$ cat src/hdl/rbl_pkg.sv
// Package for the ranked byte list: operation, status and cell command codes,
// plus the control word that the top level broadcasts to every list cell.
// No dependencies.
package rbl_pkg;

	localparam int BYTE_W = 8;
	localparam int RANK_W = 8;

	// Operation codes carried on the slave-side tuser.
	localparam logic [1:0] OP_ADD    = 2'd0;
	localparam logic [1:0] OP_DELETE = 2'd1;
	localparam logic [1:0] OP_GET    = 2'd2;
	localparam logic [1:0] OP_PRINT  = 2'd3;

	// Result status codes.
	localparam logic [1:0] ST_OK     = 2'd0;
	localparam logic [1:0] ST_BADPOS = 2'd1;
	localparam logic [1:0] ST_FULL   = 2'd2;

	// Per-cycle command to the cell chain.
	typedef logic [1:0] cell_cmd_t;
	localparam cell_cmd_t CMD_HOLD   = 2'd0;
	localparam cell_cmd_t CMD_INSERT = 2'd1;
	localparam cell_cmd_t CMD_REMOVE = 2'd2;
	localparam cell_cmd_t CMD_ROTATE = 2'd3;

	typedef struct packed {
		cell_cmd_t           cmd;
		logic [RANK_W-1:0]   pos;       // zero-based position of the operation
		logic [RANK_W-1:0]   last_idx;  // index of the last occupied cell
	} cell_ctrl_t;

endpackage

$ cat src/hdl/ranked_byte_list.sv
// Top level of the ranked byte list: a chain of rbl_cell instances, the rank
// checks, the print sequencer and the registered result stage.
// Depends on rbl_pkg and rbl_cell.

// The block keeps an ordered list of up to CAPACITY bytes addressed by a
// one-based rank. Each input transfer carries an operation on s_axis_tuser
// (add, delete, get, print) with the rank and the byte on s_axis_tdata. Every
// list byte lives in its own cell of a chain; an add shifts the cells at and
// above the rank one place up, a delete shifts them one place down, and a
// get picks the addressed cell off an OR-combined read bus. Add, delete and
// get each produce one result transfer, registered and presented in the cycle
// after acceptance; they can follow each other in every cycle as long as the
// master side keeps taking results. Print rotates the occupied part of the
// chain once per cycle and emits the head cell each time, so it occupies the
// block from the accepting cycle until every byte has been emitted (on an
// empty list it gives at once one result without a byte). No input transfer
// is accepted until the final byte, marked by m_axis_tlast, has been loaded
// into the result register. A stall on the master side stalls the rotation.
// Result status is 0 for success, 1 for a rank out of range and 2 for an add
// to a full list; a bad rank takes precedence over a full list. Unoccupied
// cells have no reset value and are never returned.
module ranked_byte_list #(
	parameter int CAPACITY = 32
) (
	input  logic        clk,
	input  logic        arst_n,
	input  logic        s_axis_tvalid,
	output logic        s_axis_tready,
	input  logic [15:0] s_axis_tdata,   // [7:0] rank, [15:8] element
	input  logic [1:0]  s_axis_tuser,   // [1:0] operation
	output logic        m_axis_tvalid,
	input  logic        m_axis_tready,
	output logic [15:0] m_axis_tdata,   // [1:0] status, [9:2] value, [15:10] zero
	output logic [0:0]  m_axis_tuser,   // [0] has_element
	output logic        m_axis_tlast
);
	import rbl_pkg::*;

	localparam int CW = $clog2(CAPACITY + 1);

	localparam logic       ST_IDLE  = 1'b0;
	localparam logic       ST_PRINT = 1'b1;

	// Input fields.
	logic [1:0]        operation;
	logic [RANK_W-1:0] rank;
	logic [BYTE_W-1:0] element;

	assign operation = s_axis_tuser;
	assign rank      = s_axis_tdata[7:0];
	assign element   = s_axis_tdata[15:8];

	// Control state.
	logic          state_q;
	logic [CW-1:0] count_q;
	logic [CW-1:0] left_q;

	// Result register.
	logic              out_valid_q;
	logic [1:0]        out_status_q;
	logic              out_has_q;
	logic [BYTE_W-1:0] out_value_q;
	logic              out_last_q;

	// Cell chain.
	cell_ctrl_t        ctrl;
	logic [BYTE_W-1:0] cell_q   [CAPACITY];
	logic [BYTE_W-1:0] cell_sel [CAPACITY];
	logic [BYTE_W-1:0] get_value;

	// Handshake and decode.
	logic        out_free;
	logic        in_fire;
	logic [8:0]  rank9;
	logic [8:0]  count9;
	logic        bad_add;
	logic        bad_rd;
	logic        is_full;

	logic              out_load;
	logic [1:0]        nxt_status;
	logic              nxt_has;
	logic [BYTE_W-1:0] nxt_value;
	logic              nxt_last;

	assign out_free      = !out_valid_q || m_axis_tready;
	assign s_axis_tready = (state_q == ST_IDLE) && out_free;
	assign in_fire       = s_axis_tvalid && s_axis_tready;

	assign rank9   = {1'b0, rank};
	assign count9  = 9'(count_q);
	assign bad_add = (rank == '0) || (rank9 > count9 + 9'd1);
	assign bad_rd  = (rank == '0) || (rank9 > count9);
	assign is_full = (count9 == 9'(CAPACITY));

	// The read bus: only the addressed cell drives a nonzero byte.
	always_comb begin
		get_value = '0;
		for (int i = 0; i < CAPACITY; i++) begin
			get_value = get_value | cell_sel[i];
		end
	end

	// Command to the chain. It depends only on the handshake, the state, the
	// operation and the rank and fill checks, never on the read bus that the cells drive back.
	always_comb begin
		ctrl.cmd      = CMD_HOLD;
		ctrl.pos      = rank - RANK_W'(1);
		ctrl.last_idx = RANK_W'(count_q) - RANK_W'(1);

		if (state_q == ST_PRINT) begin
			if (out_free) begin
				ctrl.cmd = CMD_ROTATE;
			end
		end else if (in_fire) begin
			unique case (operation)
				OP_ADD: begin
					if (!bad_add && !is_full) begin
						ctrl.cmd = CMD_INSERT;
					end
				end
				OP_DELETE: begin
					if (!bad_rd) begin
						ctrl.cmd = CMD_REMOVE;
					end
				end
				default: begin
					ctrl.cmd = CMD_HOLD;
				end
			endcase
		end
	end

	// The next result.
	always_comb begin
		out_load      = 1'b0;
		nxt_status    = ST_OK;
		nxt_has       = 1'b0;
		nxt_value     = '0;
		nxt_last      = 1'b1;

		if (state_q == ST_PRINT) begin
			if (out_free) begin
				out_load  = 1'b1;
				nxt_has   = 1'b1;
				nxt_value = cell_q[0];
				nxt_last  = (left_q == CW'(1));
			end
		end else if (in_fire) begin
			unique case (operation)
				OP_ADD: begin
					out_load = 1'b1;
					if (bad_add) begin
						nxt_status = ST_BADPOS;
					end else if (is_full) begin
						nxt_status = ST_FULL;
					end
				end
				OP_DELETE: begin
					out_load = 1'b1;
					if (bad_rd) begin
						nxt_status = ST_BADPOS;
					end
				end
				OP_GET: begin
					out_load = 1'b1;
					if (bad_rd) begin
						nxt_status = ST_BADPOS;
					end else begin
						nxt_has   = 1'b1;
						nxt_value = get_value;
					end
				end
				OP_PRINT: begin
					// An empty list answers at once; otherwise the sequencer
					// takes over from the next cycle.
					out_load = (count_q == '0);
				end
				default: begin
					out_load = 1'b0;
				end
			endcase
		end
	end

	// Control registers.
	always_ff @(posedge clk or negedge arst_n) begin
		if (!arst_n) begin
			state_q <= ST_IDLE;
			count_q <= '0;
			left_q  <= '0;
		end else begin
			if (state_q == ST_PRINT) begin
				if (out_free) begin
					left_q <= left_q - CW'(1);
					if (left_q == CW'(1)) begin
						state_q <= ST_IDLE;
					end
				end
			end else if (in_fire) begin
				if (ctrl.cmd == CMD_INSERT) begin
					count_q <= count_q + CW'(1);
				end else if (ctrl.cmd == CMD_REMOVE) begin
					count_q <= count_q - CW'(1);
				end else if (operation == OP_PRINT && count_q != '0) begin
					state_q <= ST_PRINT;
					left_q  <= count_q;
				end
			end
		end
	end

	// Result register.
	always_ff @(posedge clk or negedge arst_n) begin
		if (!arst_n) begin
			out_valid_q <= 1'b0;
		end else if (out_load) begin
			out_valid_q <= 1'b1;
		end else if (m_axis_tready) begin
			out_valid_q <= 1'b0;
		end
	end

	always_ff @(posedge clk) begin
		if (out_load) begin
			out_status_q <= nxt_status;
			out_has_q    <= nxt_has;
			out_value_q  <= nxt_value;
			out_last_q   <= nxt_last;
		end
	end

	assign m_axis_tvalid   = out_valid_q;
	assign m_axis_tdata    = {6'd0, out_value_q, out_status_q};
	assign m_axis_tuser[0] = out_has_q;
	assign m_axis_tlast    = out_last_q;

	// The chain: each cell sees its neighbors, the head cell and the new byte.
	for (genvar g = 0; g < CAPACITY; g++) begin : g_cell
		logic [BYTE_W-1:0] left_d;
		logic [BYTE_W-1:0] right_d;

		if (g == 0) begin : g_first
			assign left_d = element;
		end else begin : g_inner_l
			assign left_d = cell_q[g-1];
		end

		if (g == CAPACITY - 1) begin : g_end
			assign right_d = cell_q[g];
		end else begin : g_inner_r
			assign right_d = cell_q[g+1];
		end

		rbl_cell #(
			.INDEX(g)
		) u_cell (
			.clk   (clk),
			.ctrl  (ctrl),
			.elem  (element),
			.left  (left_d),
			.right (right_d),
			.head  (cell_q[0]),
			.q     (cell_q[g]),
			.sel   (cell_sel[g])
		);
	end

	// The list never grows past its capacity.
	a_count_bound: assert property (@(posedge clk) disable iff (!arst_n)
		9'(count_q) <= 9'(CAPACITY))
		else $error("list count above capacity");

	// The list length moves only when an input transfer is taken.
	a_count_moves_on_input: assert property (@(posedge clk) disable iff (!arst_n)
		!in_fire |=> $stable(count_q))
		else $error("list count changed without an input transfer");

	// A print in progress always has entries left to emit.
	a_print_left: assert property (@(posedge clk) disable iff (!arst_n)
		(state_q == ST_PRINT) |-> (left_q != '0))
		else $error("print sequencer running with nothing left");

	// Loading the final print byte ends the print and marks it last.
	a_print_end: assert property (@(posedge clk) disable iff (!arst_n)
		(state_q == ST_PRINT && out_free && left_q == CW'(1))
		|=> (state_q == ST_IDLE && out_valid_q && out_last_q))
		else $error("print did not close with a last result");

endmodule

$ cat src/hdl/rbl_cell.sv
// One cell of the ranked byte list chain: holds a single list byte and takes
// a new one from its left or right neighbor, the head cell or the input byte.
// Depends on rbl_pkg.
module rbl_cell #(
	parameter int INDEX = 0
) (
	input  logic                            clk,
	input  rbl_pkg::cell_ctrl_t             ctrl,
	input  logic [rbl_pkg::BYTE_W-1:0]      elem,
	input  logic [rbl_pkg::BYTE_W-1:0]      left,
	input  logic [rbl_pkg::BYTE_W-1:0]      right,
	input  logic [rbl_pkg::BYTE_W-1:0]      head,
	output logic [rbl_pkg::BYTE_W-1:0]      q,
	output logic [rbl_pkg::BYTE_W-1:0]      sel
);
	import rbl_pkg::*;

	localparam logic [RANK_W-1:0] IDX = RANK_W'(INDEX);

	logic [BYTE_W-1:0] data_q;
	logic [BYTE_W-1:0] d;

	always_comb begin
		d = data_q;
		unique case (ctrl.cmd)
			CMD_INSERT: begin
				if (IDX == ctrl.pos) begin
					d = elem;
				end else if (IDX > ctrl.pos) begin
					d = left;
				end
			end
			CMD_REMOVE: begin
				if (IDX >= ctrl.pos) begin
					d = right;
				end
			end
			CMD_ROTATE: begin
				d = (IDX == ctrl.last_idx) ? head : right;
			end
			default: begin
				d = data_q;
			end
		endcase
	end

	always_ff @(posedge clk) begin
		data_q <= d;
	end

	assign q   = data_q;
	// Only the addressed cell drives its byte onto the read bus.
	assign sel = (IDX == ctrl.pos) ? data_q : '0;

endmodule
$ cat config.mk
export PLATFORM = sky130hd
export DESIGN_NAME = ranked_byte_list
export DESIGN_NICKNAME = d
export VERILOG_FILES = /design/src/hdl/rbl_pkg.sv /design/src/hdl/ranked_byte_list.sv /design/src/hdl/rbl_cell.sv
export SDC_FILE = /design/constraint.sdc
export NUM_CORES = 1
export LEC_CHECK = 0
export BUFFER_PORTS_ARGS = -buffer_cell sky130_fd_sc_hd__buf_2
export CORE_UTILIZATION = 56
export CTS_CLUSTER_DIAMETER = 150
export DETAILED_ROUTE_END_ITERATION = 12
export MAX_ROUTING_LAYER = met4
export PLACE_DENSITY_LB_ADDON = 0.3
export SYNTH_ARGS = -nofsm -noshare
export SYNTH_HDL_FRONTEND = slang
export SYNTH_HIERARCHICAL = 1
export SYNTH_SLANG_ARGS = --single-unit
export TNS_END_PERCENT = 10
$ cat constraint.sdc
create_clock -name clk -period 16.5 [get_ports clk]
set_clock_uncertainty 0.1 [all_clocks]
set_input_delay 0.825 -clock clk [delete_from_list [all_inputs] [get_ports clk]]
set_output_delay 0.825 -clock clk [all_outputs]
set_load 0.03 [all_outputs]
==> results.cfg <==
[status]
status = finished, final reports clean

[critical_path]
reg2reg_setup_slack_ns = 9.65
crit_type = reg -> reg
max_stage_delay_ns = 1.06
r2r-start = count_q[0]$_DFFE_PN0P_
start_kind = flop
r2r_cells = 14
worstPathCellList = inv_1 -> ha_1 -> inv_1 -> ha_1 -> nor2b_1 -> o21bai_1 -> a31oi_1 -> a311oi_1 -> a41o_2 -> buf_4 -> and3_1 -> nand4b_1 -> mux2i_1 -> mux2i_1
setup.worst_path.end_class = flop
worstPathMaxFanout = 66
slowest_stage = inv_1
r2r_end = g_cell[11].u_cell/q[5]$_DFFE_PP_
worstPathRequired_ns = 16.64
arrival_ns = 6.98

[floorplan]
core_um2 = 40700
num_rows = 74
die-area_um2 = 42100
fp.dieW_um = 205
io_pins = 42
die_h_um = 205
initial_utilization_pct = 56.7

[clocking]
cts-buffers-inserted = 35
hold_buffers = 0
post_cts_buffers = 0
cts_buffer_depth = 3
post_cts_resized = 0
numClockSinks = 282
htreeDepth = 2
cts_tree = yes
root_buffer = clkbuf_16
clk_pin_slew_ns = 0.06
clock_latency_ns = 0.54

[global_route]
grt_usage_pct = 32.7
antenna_found_initial = 0
grt_max_degree = 133
grt_pass1_wl_mm = 102
grt_overflow = 0
grt_pass1_vias = 16500

[synthesis]
syn_avg_cell_area_um2 = 11.6
synth_top_area_share_pct = 34.8
synth_cells = 1989
synthTopCellsByArea = edfxtp_1, mux2i_1, and2_1
synth-async-reset-ratio_pct = 4.96
yosysWarnings = 6
synth_cell_type_count = 89
synth-main-ff-cell = edfxtp_1
synth_enable_flop_cells = 268
yosys.area.top_type = edfxtp_1
seq_area_frac_synth_pct = 36.3
ys_ff_latch = 282
netlist_area_um2 = 23100

[route]
wirelength_mm = 67.2
drc = 0
first_pass_iters = 5
vias_per_cell = 6.71
drt_iter0_drc = 1870
vias = 17200
wl_per_cell_um = 26.2
ant_nets = 0

[placed_design]
place.gp.congestion = 0.982
place_inst = 2500
port_buffers = 35
hpwl_mm = 44.4
dpl-instance-area_um2 = 23700

[sta]
max_freq_mhz = 146
fin_crit_sh_pct = 41.5
tns_ns = 0
worst_slew_pin_slew_ns = 1.40
timing.final.max_slew_violations = 0
fin_crit_ns = 6.85
max_slew_margin_pct = 6.71
rsz0062_at_grt = no
setup_violations = 0
finalHoldViolCount = 0

[layout]
diodes = 0
fin_area_um2 = 24900
num-nets-final = 2060
stdcell_count = 2564
synthToLayoutAreaGrowth_pct = 7.56
drive_gt1_share_pct = 15.4

[job]
maxCapViolCount = 0

[hold_path]
min_path_type = in -> async

[pwr]
cellLeakagePower_nw = 11.1
vdd_drop_max_uv = 99.2
cellPowerDensity_nw_per_um2 = 143
## worst max-delay path by stage
stage	startpoint	end	slack [ns]	cells after the start
floorplan	count_q[0]$_DFFE_PN0P_	g_cell[22].u_cell/q[0]$_DFFE_PP_	9.89	8
finish	count_q[0]$_DFFE_PN0P_	g_cell[11].u_cell/q[5]$_DFFE_PP_	9.65	14
global route	count_q[0]$_DFFE_PN0P_	g_cell[11].u_cell/q[5]$_DFFE_PP_	9.48	14
CTS	count_q[0]$_DFFE_PN0P_	g_cell[11].u_cell/q[5]$_DFFE_PP_	9.89	14
global placement	count_q[0]$_DFFE_PN0P_	g_cell[11].u_cell/q[0]$_DFFE_PP_	10.09	14
detailed placement	count_q[0]$_DFFE_PN0P_	g_cell[11].u_cell/q[5]$_DFFE_PP_	9.94	14
## area by class of cell
type	instances	area [µm²]
tap	532	666
inverter	21	78.8
clock inverter	16	158
fill	3200	15900
clock buffer	46	980
multi-input combinational	1603	14200
sequential	282	8400
timing repair buffer	64	400
## power breakdown
part           internal, mW  switching, mW
Combinational         0.565          0.922
Sequential             1.10          0.187
Clock                 0.465          0.321
Total                  2.14           1.43
## cells in the mapped netlist, drive strengths merged, types with 5 or more instances
library cell	count
mux2i	770
edfxtp	268
and2	237
nor4	96
buf	72
nor2	51
nand2	48
nand4	38
and3	34
ha	30
maj3	29
or4	27
nand3	25
o21ai	24
inv	20
nor3	19
clkbuf	16
a21oi	14
dfrtp	14
xnor2	13
nand3b	12
nand4b	12
nor4b	11
a31oi	8
and3b	8
or3	8
nand4bb	7
nor2b	7
and4	6
nand2b	5
or4b	5
xor2	5
## worst max-delay path: cells and delay by family, from the launching register on
family | cells | cell delay, ns
adder cells (fa/ha/maj) | 2 | 0.82
AND/OR/NAND/NOR | 3 | 0.92
AO/OA/AOI/OAI | 4 | 0.98
flip-flops | 1 | 0.50
multiplexers | 2 | 0.60
buffers and inverters | 3 | 2.59
## state kept, by name (all words and copies together), names as in the netlist
name / flops
g_cell.u_cell/q: 256
count_q: 6
out_value_q: 8
m_axis_tvalid: 1
state_q: 1
m_axis_tlast: 1
left_q: 6
m_axis_tuser: 1
out_status_q: 2
## logic make-up (layout without fill, tap and decap cells)
kind of cell,after synthesis,in the layout,synth area share (%)
buffers and inverters,109,147,2.98
other,1,6,0.0162
multiplexers,770,770,33.4
AO/OA/AOI/OAI,81,81,2.33
AND/OR/NAND/NOR,668,668,21.3
adder cells (fa/ha/maj),60,60,2.97
flip-flops,282,282,36.3
XOR/XNOR,18,18,0.682
## per-stage QoR
stage	hold slack, ns	setup WS [ns]	power, mW	util, %
after global routing	0.103	9.48	3.71	61.0
after CTS	0.0801	9.89	3.53	61.0
after floorplan	0.418	9.89	2.31	-
after detailed placement	0.448	9.94	2.74	58.2
after global placement	0.442	10.09	2.69	58.2
final	0.0825	9.65	3.57	61.0
## layer usage
metal	vias up	wire length (µm)	track usage (%)
met5	-	0	-
met2	899	29000	47.0
met3	142	6080	5.28
met4	0	2420	12.1
met1	8423	29700	46.2
li1	7731	-	-
## cell usage in the layout, fill, tap and decap left out, types with 7 or more instances in the layout
cell and n:
and3_2 24, and3_1 10, nand3b_1 12, a31oi_1 8, and2_2 81, nor3_1 8
or4_4 11, dfrtp_1 14, nor2_1 45, nor4_1 82, clkbuf_16 37, nor4_4 11
a21oi_1 14, clkbuf_1 7, maj3_1 29, edfxtp_1 268, inv_1 18, mux2i_1 770
and3b_1 7, nand2_1 44, nand4bb_1 7, o21ai_0 24, nand3_1 22, and2_1 155
nor2b_1 7, nand4_1 30, xnor2_1 7, buf_4 26, or4_1 16, nand4b_1 9
buf_2 35, ha_1 30
(Power assumes the default switching activity.)
